File: config.mk
export PLATFORM = sky130hd
export DESIGN_NAME = rgb_hsv_window_point_filter_core
export DESIGN_NICKNAME = d
export VERILOG_FILES = /design/src/design/rhwpf_pkg.sv /design/src/design/rgb_hsv_window_point_filter_core.sv /design/src/design/rhwpf_front.sv /design/src/design/rhwpf_div_stage.sv /design/src/design/rhwpf_window.sv
export SDC_FILE = /design/constraint.sdc
export NUM_CORES = 2
export LEC_CHECK = 0
export BUFFER_PORTS_ARGS = -buffer_cell sky130_fd_sc_hd__buf_2
export CAP_MARGIN = 20
export CORE_ASPECT_RATIO = 1.1
export CORE_MARGIN = 8
export CORE_UTILIZATION = 45
export CTS_BUF_LIST = sky130_fd_sc_hd__clkbuf_8
export DETAILED_ROUTE_END_ITERATION = 8
export PLACE_DENSITY = 0.71
export SLEW_MARGIN = 0
export SYNTH_ARGS = -nofsm -noshare
export SYNTH_HDL_FRONTEND = slang
export SYNTH_SLANG_ARGS = --single-unit
File: constraint.sdc
create_clock -name clock -period 13.1 [get_ports clock]
set_input_delay 1.965 -clock clock [delete_from_list [all_inputs] [get_ports clock]]
set_output_delay 1.965 -clock clock [all_outputs]
set_load 0.05 [all_outputs]
File: src/design/rhwpf_pkg.sv
// ----------------------------------------------------------------------------
// rhwpf_pkg
// Shared types, widths and register codes for the RGB/HSV window point filter.
// ----------------------------------------------------------------------------
package rhwpf_pkg;

   localparam int FRAC_BITS_DEF = 6;

   localparam int COORD_W    = 16;
   localparam int CHAN_W     = 8;
   localparam int HUE_CFG_W  = 9;
   localparam int HUE_Q_W    = 15;
   localparam int SAT_Q_W    = 13;
   localparam int HUE_NUM_W  = 17;
   localparam int SAT_NUM_W  = 15;

   localparam int CSR_ADDR_W = 5;
   localparam int CSR_DATA_W = 32;
   localparam int CSR_IDX_W  = 3;

   localparam logic [CSR_IDX_W-1:0] REG_HUE_MIN = 3'd0;
   localparam logic [CSR_IDX_W-1:0] REG_HUE_MAX = 3'd1;
   localparam logic [CSR_IDX_W-1:0] REG_SAT_MIN = 3'd2;
   localparam logic [CSR_IDX_W-1:0] REG_SAT_MAX = 3'd3;
   localparam logic [CSR_IDX_W-1:0] REG_VAL_MIN = 3'd4;
   localparam logic [CSR_IDX_W-1:0] REG_VAL_MAX = 3'd5;

   localparam logic [HUE_CFG_W-1:0] HUE_MIN_RST = 9'd0;
   localparam logic [HUE_CFG_W-1:0] HUE_MAX_RST = 9'd62;
   localparam logic [CHAN_W-1:0]    SAT_MIN_RST = 8'd0;
   localparam logic [CHAN_W-1:0]    SAT_MAX_RST = 8'd255;
   localparam logic [CHAN_W-1:0]    VAL_MIN_RST = 8'd235;
   localparam logic [CHAN_W-1:0]    VAL_MAX_RST = 8'd255;

   typedef enum logic [1:0] {
      SECTOR_RED,
      SECTOR_GREEN,
      SECTOR_BLUE
   } sector_type;

   typedef struct packed {
      logic signed [COORD_W-1:0] pos_x_mm;
      logic signed [COORD_W-1:0] pos_y_mm;
      logic signed [COORD_W-1:0] pos_z_mm;
      logic [CHAN_W-1:0]         red;
      logic [CHAN_W-1:0]         green;
      logic [CHAN_W-1:0]         blue;
   } point_type;

   typedef struct packed {
      logic [HUE_CFG_W-1:0] hue_min_deg;
      logic [HUE_CFG_W-1:0] hue_max_deg;
      logic [CHAN_W-1:0]    sat_min_pct;
      logic [CHAN_W-1:0]    sat_max_pct;
      logic [CHAN_W-1:0]    val_min;
      logic [CHAN_W-1:0]    val_max;
   } window_cfg_type;

endpackage

File: src/design/rgb_hsv_window_point_filter_core.sv
// Throughput: one transaction per cycle while rsp_ready does not stall the output;
//   the divider chain of FRAC_BITS + 17 one-bit restoring stages sets the depth,
//   and every stage holds one point.
// Reset: synchronous, active high; clears all valid bits and loads the window
//   registers with their defaults. No clearing pass.
// ----------------------------------------------------------------------------
// rgb_hsv_window_point_filter_core
// Converts each point's colour to HSV and passes the point on only when hue,
// saturation and brightness fall inside the configured windows.
// ----------------------------------------------------------------------------
module rgb_hsv_window_point_filter_core import rhwpf_pkg::*; #(
   parameter int FRAC_BITS = FRAC_BITS_DEF
) (
   input  logic                      clock,
   input  logic                      reset,

   input  logic                      req_valid,
   output logic                      req_ready,
   input  logic signed [COORD_W-1:0] req_pos_x_mm,
   input  logic signed [COORD_W-1:0] req_pos_y_mm,
   input  logic signed [COORD_W-1:0] req_pos_z_mm,
   input  logic [CHAN_W-1:0]         req_red,
   input  logic [CHAN_W-1:0]         req_green,
   input  logic [CHAN_W-1:0]         req_blue,

   output logic                      rsp_valid,
   input  logic                      rsp_ready,
   output logic signed [COORD_W-1:0] rsp_out_x_mm,
   output logic signed [COORD_W-1:0] rsp_out_y_mm,
   output logic signed [COORD_W-1:0] rsp_out_z_mm,
   output logic [CHAN_W-1:0]         rsp_out_red,
   output logic [CHAN_W-1:0]         rsp_out_green,
   output logic [CHAN_W-1:0]         rsp_out_blue,
   output logic [HUE_Q_W-1:0]        rsp_hue_q6,
   output logic [SAT_Q_W-1:0]        rsp_sat_q6,
   output logic [CHAN_W-1:0]         rsp_brightness,

   input  logic                      csr_psel,
   input  logic                      csr_penable,
   input  logic                      csr_pwrite,
   input  logic [CSR_ADDR_W-1:0]     csr_paddr,
   input  logic [CSR_DATA_W-1:0]     csr_pwdata,
   output logic [CSR_DATA_W-1:0]     csr_prdata,
   output logic                      csr_pready
);

   localparam int NUM_W = HUE_NUM_W + FRAC_BITS;

   window_cfg_type cfg_ff;
   logic           csr_write;
   logic [CSR_IDX_W-1:0] csr_idx;

   point_type         req_point, rsp_point;

   logic              chain_valid [NUM_W+1];
   logic              chain_ready [NUM_W+1];
   point_type         chain_point [NUM_W+1];
   logic              chain_grey  [NUM_W+1];
   logic [NUM_W-1:0]  chain_hue_word [NUM_W+1];
   logic [CHAN_W-1:0] chain_hue_rem  [NUM_W+1];
   logic [CHAN_W-1:0] chain_hue_div  [NUM_W+1];
   logic [NUM_W-1:0]  chain_sat_word [NUM_W+1];
   logic [CHAN_W-1:0] chain_sat_rem  [NUM_W+1];
   logic [CHAN_W-1:0] chain_sat_div  [NUM_W+1];

   assign csr_pready = 1'b1;
   assign csr_idx    = csr_paddr[CSR_IDX_W+1:2];
   assign csr_write  = csr_psel && csr_penable && csr_pwrite && csr_pready;

   always_ff @(posedge clock) begin
      if (reset) begin
         cfg_ff.hue_min_deg <= HUE_MIN_RST;
         cfg_ff.hue_max_deg <= HUE_MAX_RST;
         cfg_ff.sat_min_pct <= SAT_MIN_RST;
         cfg_ff.sat_max_pct <= SAT_MAX_RST;
         cfg_ff.val_min     <= VAL_MIN_RST;
         cfg_ff.val_max     <= VAL_MAX_RST;
      end else if (csr_write) begin
         unique case (csr_idx)
            REG_HUE_MIN: cfg_ff.hue_min_deg <= csr_pwdata[HUE_CFG_W-1:0];
            REG_HUE_MAX: cfg_ff.hue_max_deg <= csr_pwdata[HUE_CFG_W-1:0];
            REG_SAT_MIN: cfg_ff.sat_min_pct <= csr_pwdata[CHAN_W-1:0];
            REG_SAT_MAX: cfg_ff.sat_max_pct <= csr_pwdata[CHAN_W-1:0];
            REG_VAL_MIN: cfg_ff.val_min     <= csr_pwdata[CHAN_W-1:0];
            REG_VAL_MAX: cfg_ff.val_max     <= csr_pwdata[CHAN_W-1:0];
            default: ;
         endcase
      end
   end

   always_comb begin
      unique case (csr_idx)
         REG_HUE_MIN: csr_prdata = CSR_DATA_W'(cfg_ff.hue_min_deg);
         REG_HUE_MAX: csr_prdata = CSR_DATA_W'(cfg_ff.hue_max_deg);
         REG_SAT_MIN: csr_prdata = CSR_DATA_W'(cfg_ff.sat_min_pct);
         REG_SAT_MAX: csr_prdata = CSR_DATA_W'(cfg_ff.sat_max_pct);
         REG_VAL_MIN: csr_prdata = CSR_DATA_W'(cfg_ff.val_min);
         REG_VAL_MAX: csr_prdata = CSR_DATA_W'(cfg_ff.val_max);
         default:     csr_prdata = '0;
      endcase
   end

   assign req_point.pos_x_mm = req_pos_x_mm;
   assign req_point.pos_y_mm = req_pos_y_mm;
   assign req_point.pos_z_mm = req_pos_z_mm;
   assign req_point.red      = req_red;
   assign req_point.green    = req_green;
   assign req_point.blue     = req_blue;

   rhwpf_front #(
      .FRAC_BITS (FRAC_BITS),
      .NUM_W     (NUM_W)
   ) u_front (
      .clock        (clock),
      .reset        (reset),
      .in_valid     (req_valid),
      .in_ready     (req_ready),
      .in_point     (req_point),
      .out_valid    (chain_valid[0]),
      .out_ready    (chain_ready[0]),
      .out_point    (chain_point[0]),
      .out_grey     (chain_grey[0]),
      .out_hue_word (chain_hue_word[0]),
      .out_hue_div  (chain_hue_div[0]),
      .out_sat_word (chain_sat_word[0]),
      .out_sat_div  (chain_sat_div[0])
   );

   assign chain_hue_rem[0] = '0;
   assign chain_sat_rem[0] = '0;

   for (genvar i = 0; i < NUM_W; i++) begin : g_div
      rhwpf_div_stage #(
         .NUM_W (NUM_W)
      ) u_stage (
         .clock        (clock),
         .reset        (reset),
         .in_valid     (chain_valid[i]),
         .in_ready     (chain_ready[i]),
         .in_point     (chain_point[i]),
         .in_grey      (chain_grey[i]),
         .in_hue_word  (chain_hue_word[i]),
         .in_hue_rem   (chain_hue_rem[i]),
         .in_hue_div   (chain_hue_div[i]),
         .in_sat_word  (chain_sat_word[i]),
         .in_sat_rem   (chain_sat_rem[i]),
         .in_sat_div   (chain_sat_div[i]),
         .out_valid    (chain_valid[i+1]),
         .out_ready    (chain_ready[i+1]),
         .out_point    (chain_point[i+1]),
         .out_grey     (chain_grey[i+1]),
         .out_hue_word (chain_hue_word[i+1]),
         .out_hue_rem  (chain_hue_rem[i+1]),
         .out_hue_div  (chain_hue_div[i+1]),
         .out_sat_word (chain_sat_word[i+1]),
         .out_sat_rem  (chain_sat_rem[i+1]),
         .out_sat_div  (chain_sat_div[i+1])
      );
   end

   rhwpf_window #(
      .FRAC_BITS (FRAC_BITS),
      .NUM_W     (NUM_W)
   ) u_window (
      .clock      (clock),
      .reset      (reset),
      .cfg        (cfg_ff),
      .in_valid   (chain_valid[NUM_W]),
      .in_ready   (chain_ready[NUM_W]),
      .in_point   (chain_point[NUM_W]),
      .in_grey    (chain_grey[NUM_W]),
      .in_hue_quo (chain_hue_word[NUM_W]),
      .in_sat_quo (chain_sat_word[NUM_W]),
      .in_bright  (chain_sat_div[NUM_W]),
      .out_valid  (rsp_valid),
      .out_ready  (rsp_ready),
      .out_point  (rsp_point),
      .out_hue_q6 (rsp_hue_q6),
      .out_sat_q6 (rsp_sat_q6),
      .out_bright (rsp_brightness)
   );

   assign rsp_out_x_mm  = rsp_point.pos_x_mm;
   assign rsp_out_y_mm  = rsp_point.pos_y_mm;
   assign rsp_out_z_mm  = rsp_point.pos_z_mm;
   assign rsp_out_red   = rsp_point.red;
   assign rsp_out_green = rsp_point.green;
   assign rsp_out_blue  = rsp_point.blue;

endmodule

File: src/design/rhwpf_front.sv
// ----------------------------------------------------------------------------
// rhwpf_front
// Two-stage front end: channel max/min and sector, then hue and saturation
// dividends and divisors for the divider chain.
// ----------------------------------------------------------------------------
module rhwpf_front import rhwpf_pkg::*; #(
   parameter int FRAC_BITS = FRAC_BITS_DEF,
   parameter int NUM_W     = HUE_NUM_W + FRAC_BITS_DEF
) (
   input  logic              clock,
   input  logic              reset,
   input  logic              in_valid,
   output logic              in_ready,
   input  point_type         in_point,
   output logic              out_valid,
   input  logic              out_ready,
   output point_type         out_point,
   output logic              out_grey,
   output logic [NUM_W-1:0]  out_hue_word,
   output logic [CHAN_W-1:0] out_hue_div,
   output logic [NUM_W-1:0]  out_sat_word,
   output logic [CHAN_W-1:0] out_sat_div
);

   logic              s1_valid_ff, s1_valid_in;
   point_type         s1_point_ff;
   sector_type        s1_sector_ff, s1_sector_in;
   logic [CHAN_W-1:0] s1_max_ff, s1_max_in;
   logic [CHAN_W-1:0] s1_min_in;
   logic [CHAN_W-1:0] s1_diff_ff;
   logic signed [CHAN_W:0] s1_cdiff_ff, s1_cdiff_in;
   logic              s1_grey_ff;
   logic              s1_ready;

   logic              s2_valid_ff, s2_valid_in;
   point_type         s2_point_ff;
   logic              s2_grey_ff;
   logic [NUM_W-1:0]  s2_hue_word_ff, s2_hue_word_in;
   logic [NUM_W-1:0]  s2_sat_word_ff, s2_sat_word_in;
   logic [CHAN_W-1:0] s2_hue_div_ff;
   logic [CHAN_W-1:0] s2_sat_div_ff;
   logic              s2_ready;

   logic signed [18:0]        cdiff_x, d_x, base_term, num_raw, num_wrap;
   logic [SAT_NUM_W-1:0]      sat_prod;

   assign s2_ready = !s2_valid_ff || out_ready;
   assign s1_ready = !s1_valid_ff || s2_ready;
   assign in_ready = s1_ready;

   // sector and extremes; ties go red, then green
   always_comb begin
      logic [CHAN_W-1:0] r, g, b;
      r = in_point.red;
      g = in_point.green;
      b = in_point.blue;
      if (r >= g && r >= b) begin
         s1_sector_in = SECTOR_RED;
         s1_max_in    = r;
         s1_cdiff_in  = $signed({1'b0, g}) - $signed({1'b0, b});
      end else if (g >= b) begin
         s1_sector_in = SECTOR_GREEN;
         s1_max_in    = g;
         s1_cdiff_in  = $signed({1'b0, b}) - $signed({1'b0, r});
      end else begin
         s1_sector_in = SECTOR_BLUE;
         s1_max_in    = b;
         s1_cdiff_in  = $signed({1'b0, r}) - $signed({1'b0, g});
      end
      s1_min_in = r;
      if (g < s1_min_in) begin
         s1_min_in = g;
      end
      if (b < s1_min_in) begin
         s1_min_in = b;
      end
   end

   assign s1_valid_in = s1_ready ? in_valid : s1_valid_ff;

   always_ff @(posedge clock) begin
      if (reset) begin
         s1_valid_ff <= 1'b0;
      end else begin
         s1_valid_ff <= s1_valid_in;
      end
   end

   always_ff @(posedge clock) begin
      if (s1_ready && in_valid) begin
         s1_point_ff  <= in_point;
         s1_sector_ff <= s1_sector_in;
         s1_max_ff    <= s1_max_in;
         s1_diff_ff   <= s1_max_in - s1_min_in;
         s1_cdiff_ff  <= s1_cdiff_in;
         s1_grey_ff   <= (s1_max_in == s1_min_in);
      end
   end

   // hue dividend 60*diff + offset*d, wrapped into [0, 360*d)
   always_comb begin
      cdiff_x = 19'(s1_cdiff_ff);
      d_x     = $signed({11'd0, s1_diff_ff});
      unique case (s1_sector_ff)
         SECTOR_RED:   base_term = 19'sd0;
         SECTOR_GREEN: base_term = d_x * 19'sd120;
         SECTOR_BLUE:  base_term = d_x * 19'sd240;
         default:      base_term = 19'sd0;
      endcase
      num_raw  = cdiff_x * 19'sd60 + base_term;
      num_wrap = (num_raw < 19'sd0) ? num_raw + d_x * 19'sd360 : num_raw;
      sat_prod = SAT_NUM_W'(s1_diff_ff) * SAT_NUM_W'(100);
   end

   assign s2_hue_word_in = NUM_W'(num_wrap[HUE_NUM_W-1:0]) << FRAC_BITS;
   assign s2_sat_word_in = NUM_W'(sat_prod) << FRAC_BITS;
   assign s2_valid_in    = s2_ready ? s1_valid_ff : s2_valid_ff;

   always_ff @(posedge clock) begin
      if (reset) begin
         s2_valid_ff <= 1'b0;
      end else begin
         s2_valid_ff <= s2_valid_in;
      end
   end

   always_ff @(posedge clock) begin
      if (s2_ready && s1_valid_ff) begin
         s2_point_ff    <= s1_point_ff;
         s2_grey_ff     <= s1_grey_ff;
         s2_hue_word_ff <= s2_hue_word_in;
         s2_sat_word_ff <= s2_sat_word_in;
         s2_hue_div_ff  <= s1_diff_ff;
         s2_sat_div_ff  <= s1_max_ff;
      end
   end

   assign out_valid    = s2_valid_ff;
   assign out_point    = s2_point_ff;
   assign out_grey     = s2_grey_ff;
   assign out_hue_word = s2_hue_word_ff;
   assign out_hue_div  = s2_hue_div_ff;
   assign out_sat_word = s2_sat_word_ff;
   assign out_sat_div  = s2_sat_div_ff;

endmodule

File: src/design/rhwpf_div_stage.sv
// ----------------------------------------------------------------------------
// rhwpf_div_stage
// One restoring step of the hue and saturation dividers: one quotient bit
// each, dividend bits shifted out as quotient bits shift in.
// ----------------------------------------------------------------------------
module rhwpf_div_stage import rhwpf_pkg::*; #(
   parameter int NUM_W = HUE_NUM_W + FRAC_BITS_DEF
) (
   input  logic              clock,
   input  logic              reset,
   input  logic              in_valid,
   output logic              in_ready,
   input  point_type         in_point,
   input  logic              in_grey,
   input  logic [NUM_W-1:0]  in_hue_word,
   input  logic [CHAN_W-1:0] in_hue_rem,
   input  logic [CHAN_W-1:0] in_hue_div,
   input  logic [NUM_W-1:0]  in_sat_word,
   input  logic [CHAN_W-1:0] in_sat_rem,
   input  logic [CHAN_W-1:0] in_sat_div,
   output logic              out_valid,
   input  logic              out_ready,
   output point_type         out_point,
   output logic              out_grey,
   output logic [NUM_W-1:0]  out_hue_word,
   output logic [CHAN_W-1:0] out_hue_rem,
   output logic [CHAN_W-1:0] out_hue_div,
   output logic [NUM_W-1:0]  out_sat_word,
   output logic [CHAN_W-1:0] out_sat_rem,
   output logic [CHAN_W-1:0] out_sat_div
);

   logic              valid_ff, valid_in;
   point_type         point_ff;
   logic              grey_ff;
   logic [NUM_W-1:0]  hue_word_ff, hue_word_in;
   logic [CHAN_W-1:0] hue_rem_ff, hue_rem_in;
   logic [CHAN_W-1:0] hue_div_ff;
   logic [NUM_W-1:0]  sat_word_ff, sat_word_in;
   logic [CHAN_W-1:0] sat_rem_ff, sat_rem_in;
   logic [CHAN_W-1:0] sat_div_ff;

   logic [CHAN_W:0]   hue_trial, sat_trial;
   logic              hue_take, sat_take;

   assign in_ready = !valid_ff || out_ready;
   assign valid_in = in_ready ? in_valid : valid_ff;

   always_comb begin
      hue_trial   = {in_hue_rem, in_hue_word[NUM_W-1]};
      hue_take    = hue_trial >= {1'b0, in_hue_div};
      hue_rem_in  = hue_take ? CHAN_W'(hue_trial - {1'b0, in_hue_div})
                             : hue_trial[CHAN_W-1:0];
      hue_word_in = {in_hue_word[NUM_W-2:0], hue_take};

      sat_trial   = {in_sat_rem, in_sat_word[NUM_W-1]};
      sat_take    = sat_trial >= {1'b0, in_sat_div};
      sat_rem_in  = sat_take ? CHAN_W'(sat_trial - {1'b0, in_sat_div})
                             : sat_trial[CHAN_W-1:0];
      sat_word_in = {in_sat_word[NUM_W-2:0], sat_take};
   end

   always_ff @(posedge clock) begin
      if (reset) begin
         valid_ff <= 1'b0;
      end else begin
         valid_ff <= valid_in;
      end
   end

   always_ff @(posedge clock) begin
      if (in_ready && in_valid) begin
         point_ff    <= in_point;
         grey_ff     <= in_grey;
         hue_word_ff <= hue_word_in;
         hue_rem_ff  <= hue_rem_in;
         hue_div_ff  <= in_hue_div;
         sat_word_ff <= sat_word_in;
         sat_rem_ff  <= sat_rem_in;
         sat_div_ff  <= in_sat_div;
      end
   end

   assign out_valid    = valid_ff;
   assign out_point    = point_ff;
   assign out_grey     = grey_ff;
   assign out_hue_word = hue_word_ff;
   assign out_hue_rem  = hue_rem_ff;
   assign out_hue_div  = hue_div_ff;
   assign out_sat_word = sat_word_ff;
   assign out_sat_rem  = sat_rem_ff;
   assign out_sat_div  = sat_div_ff;

endmodule

File: src/design/rhwpf_window.sv
// ----------------------------------------------------------------------------
// rhwpf_window
// Window test on hue, saturation and brightness, and the result register.
// ----------------------------------------------------------------------------
module rhwpf_window import rhwpf_pkg::*; #(
   parameter int FRAC_BITS = FRAC_BITS_DEF,
   parameter int NUM_W     = HUE_NUM_W + FRAC_BITS_DEF
) (
   input  logic                clock,
   input  logic                reset,
   input  window_cfg_type      cfg,
   input  logic                in_valid,
   output logic                in_ready,
   input  point_type           in_point,
   input  logic                in_grey,
   input  logic [NUM_W-1:0]    in_hue_quo,
   input  logic [NUM_W-1:0]    in_sat_quo,
   input  logic [CHAN_W-1:0]   in_bright,
   output logic                out_valid,
   input  logic                out_ready,
   output point_type           out_point,
   output logic [HUE_Q_W-1:0]  out_hue_q6,
   output logic [SAT_Q_W-1:0]  out_sat_q6,
   output logic [CHAN_W-1:0]   out_bright
);

   logic               valid_ff, valid_in;
   point_type          point_ff;
   logic [HUE_Q_W-1:0] hue_ff;
   logic [SAT_Q_W-1:0] sat_ff;
   logic [CHAN_W-1:0]  bright_ff;

   logic [NUM_W-1:0]   hue_q, sat_q;
   logic               pass;

   assign hue_q = in_grey ? '0 : in_hue_quo;
   assign sat_q = in_grey ? '0 : in_sat_quo;

   assign pass = hue_q >= (NUM_W'(cfg.hue_min_deg) << FRAC_BITS)
              && hue_q <= (NUM_W'(cfg.hue_max_deg) << FRAC_BITS)
              && sat_q >= (NUM_W'(cfg.sat_min_pct) << FRAC_BITS)
              && sat_q <= (NUM_W'(cfg.sat_max_pct) << FRAC_BITS)
              && in_bright >= cfg.val_min
              && in_bright <= cfg.val_max;

   assign in_ready = !valid_ff || out_ready;

   // drop rejected points on acceptance
   always_comb begin
      if (in_ready) begin
         valid_in = in_valid && pass;
      end else begin
         valid_in = valid_ff;
      end
   end

   always_ff @(posedge clock) begin
      if (reset) begin
         valid_ff <= 1'b0;
      end else begin
         valid_ff <= valid_in;
      end
   end

   always_ff @(posedge clock) begin
      if (in_ready && in_valid) begin
         point_ff  <= in_point;
         hue_ff    <= hue_q[HUE_Q_W-1:0];
         sat_ff    <= sat_q[SAT_Q_W-1:0];
         bright_ff <= in_bright;
      end
   end

   assign out_valid  = valid_ff;
   assign out_point  = point_ff;
   assign out_hue_q6 = hue_ff;
   assign out_sat_q6 = sat_ff;
   assign out_bright = bright_ff;

endmodule

==> key figures <==
Run status
  – Status: finished clean

Critical path
  – Slowest CP cell: o31a_1
  – Crit Path Max Fanout: 13
  – FF-to-FF setup slack: 6.91 ns
  – Startpoint Class: input port
  – Worst path bufs/invs: 3
  – CP endpoint kind: flip-flop
  – Worst R2R End: u_front.out_hue_word[21]$_DFFE_PP_
  – Max stage delay on crit path: 0.48 ns
  – Worst r2r src: u_front.s1_cdiff_ff[0]$_DFFE_PP_
  – Crit Path Class: input port to flip-flop
  – Critical Path AT: 7.94 ns
  – Most frequent CP cell: a21o_1
  – Required time of the critical path: 13.85 ns
  – Worst path top cell family by delay: compound AO/OA/AOI/OAI gates
  – Reg2Reg Depth: 25

Route
  – DR iter-0 viols: 2890
  – WL/cell: approximately 15 µm
  – Routed via count: 59600
  – DRC Markers: 0
  – Via density: 4.75
  – Antenna Nets Post-Route: 0
  – Pre-antenna DRT Iters: 7
  – WL final: 192 mm

Yosys
  – Syn_area_per_cell: about 18 µm²
  – Post-synth ARST share: 0
  – Yosys reg bits: 3511
  – Netlist cell types: 83
  – Synth Area in Compound Gates: 0.0420
  – Synth warn: 0
  – Register area share after synthesis: 0.787
  – Synth Instances: 7462
  – Post-synthesis simple-gate area fraction: 0.0395
  – Mux cell area share after synthesis: 0.0281
  – Combinational family with the most area after synthesis: adder cells
  – XOR/XNOR Fraction of Synth Area: 0.0137
  – Post-synth EDFFs: 3435
  – Post-Syn Area: 133000 µm²
  – Post-Synth Adder-Cell Area: 0.0656
  – Most used DFF post-synth: edfxtp_1

Global routing
  – Largest net degree at the start of global routing: 81
  – First-pass GRT wire length: 312 mm
  – Vias in the first global route: 62700
  – Initial antenna violation count: 4
  – GRT overflow: 0
  – GRT Overall Usage: 0.121

Min path
  – Hold path cells: 0
  – Min-delay src: g_div[1].u_stage.out_point[30]$_DFFE_PP_
  – Worst Hold Class: flip-flop to flip-flop
  – Hold Path Sink: g_div[2].u_stage.out_point[30]$_DFFE_PP_

Placed design
  – Dpl hpwl: between 100 and 150 mm
  – Placed Area: 139000 µm²
  – GPL Wtd Cong: 0.861
  – Placement Setup Slack: roughly 4.9 ns
  – Port buffer count: 209

Power
  – PwrDens: 183 nW/µm²
  – Worst VDD drop: 0.620 mV
  – Leak: roughly 54 nW
  – Tot Pwr: around 27 mW

Flow run
  – Number of maximum-capacitance violations: 0

Die
  – Initial core utilization: 0.452
  – Die Area: 313000 µm²
  – Die height: between 500 and 600 µm
  – Top Ports: 259
  – Core Box Area: 294000 µm²
  – Die width: 534 µm
  – Row count: 209

Clock network
  – Deepest level of the CTS H-tree: 6
  – Clock transition at path regs: around 0.060 ns
  – # Post-CTS Setup Buffers: 0
  – CTS tree: built
  – CTS Buffer Depth: 4
  – Clock Latency Late Sink: 1.02 ns
  – Post-CTS Hold Buffers: 0
  – Root Driver: clkbuf_8
  – PostCTS Resize Cnt: 0
  – Clock sinks: 3511
  – CTS Buf Count: 554

Finish
  – Area grow syn2layout: 12.1%
  – Fin nets: around 9000
  – Layout cells sized above 1: 0.144
  – Finished layout cell area: roughly 150000 µm²

STA
  – Slew at the pin closest to its max-slew limit: approximately 1.1 ns
  – Min Tclk post-route: around 7.2 ns
  – Max-slew violations: 0
  – RSZ-0062 raised after global routing: false
  – Setup_tns: 0 ns
  – Hold Vio Cnt, Final: 0
  – Fin crit share: 0.549
  – Worst rel slew slack: 0.283
  – Final Worst Setup Slack: 5.90 ns
  – Final setup viols: 0
  – Fmax achieved: 0.139 GHz
  – Post-Route Skew: 0.0743 ns
cells in the final DEF (no fill, tap or decap), types with 35 or more instances in the layout:
master,synthesis,routed
edfxtp_1,3435,3435
inv_1,749,923
clkbuf_8,0,571
ha_1,558,558
nor2_1,486,484
o21ai_0,264,264
mux2_2,229,229
buf_2,12,209
a21oi_1,171,170
xnor2_1,141,141
nand2_1,138,138
nor2b_1,142,136
clkinv_1,0,124
mux2i_1,114,114
a21boi_0,99,90
fa_1,87,87
nand4_1,84,84
dfxtp_1,76,76
a21o_1,68,68
xor2_1,64,64
buf_4,24,57
nand2b_1,56,56
o21a_1,47,47
nor3_1,41,41
clkinv_2,0,35
through the flow:
stage / hold WS (ns) / instances / utilization
6_report: 0.363 / 12500 / 0.506
5_1_grt: 0.361 / 12500 / 0.506
4_1_cts: 0.352 / 12500 / 0.506
3_5_place_dp: 0.405 / 11600 / 0.473
3_3_place_gp: 0.401 / 11600 / 0.473
2_1_floorplan: 0.400 / 7487 / -
Yosys cell counts, types with 56 or more instances:
master,number,area share
nand2b_1,56,0.0026
fa_1,87,0.013
nand4_1,84,0.0040
ha_1,558,0.052
nor2b_1,142,0.0067
mux2_2,229,0.019
nor2_1,486,0.014
inv_1,749,0.021
a21oi_1,171,0.0064
mux2i_1,114,0.0086
xnor2_1,141,0.0093
edfxtp_1,3435,0.78
a21o_1,68,0.0038
nand2_1,138,0.0039
xor2_1,64,0.0042
dfxtp_1,76,0.011
o21ai_0,264,0.0099
a21boi_0,99,0.0056
sequential cells by signal, summed over array words and instances, names as in the netlist, 176 cells and up:
signal / count
g_div.u_stage.out_point: 1656
g_div.u_stage.out_sat_word: 341
g_div.u_stage.out_hue_div: 176
g_div.u_stage.out_hue_rem: 176
g_div.u_stage.out_sat_div: 184
g_div.u_stage.out_hue_word: 381
g_div.u_stage.out_sat_rem: 176
cell families after synthesis:
logic type,after synthesis
AOI/OAI and AO/OA,853
DFF,3511
other,2
buffers and inverters,818
muxes,344
adders and majority gates,645
and+or+nand+nor,1083
xor gates and xnor gates,206
where the power goes:
part / total (mW) / internal, mW / switching (mW)
clock network: 8.11 / 4.24 / 3.87
logic: 6.56 / 3.02 / 3.55
registers: 12.6 / 12.5 / 0.0829
routing by layer:
metal	global-route usage	part of all wire
met4	0.0456	0.029
met1	0.139	0.41
met2	0.220	0.51
met3	0.0270	0.046
met5	0	0.000062
layout make-up:
cell class              count  area [µm²]
diodes                      3        7.51
repair buffers            266        1470
well taps                3903        4880
fillers                 23400      145000
multi-input cells        3158       25500
flip-flops and latches   3511      105000
clock buffers             571        7860
clock inverters           378        1900
inverters                 749        2810
worst max path at each step:
stage	from	end	slack, ns	cells past startpoint
after global placement	req_green[1]	u_front.s1_diff_ff[7]$_DFFE_PP_	4.72	27
after CTS	req_green[1]	u_front.s1_diff_ff[7]$_DFFE_PP_	6.08	27
after floorplan	rsp_ready	g_div[3].u_stage.out_grey$_DFFE_PP_	0.14	5
after detailed placement	req_green[1]	u_front.s1_diff_ff[7]$_DFFE_PP_	4.91	27
final	req_green[1]	u_front.s1_diff_ff[7]$_DFFE_PP_	5.90	27
after global routing	req_green[1]	u_front.s1_diff_ff[7]$_DFFE_PP_	5.57	27
Power figures use the tool's default switching activity.
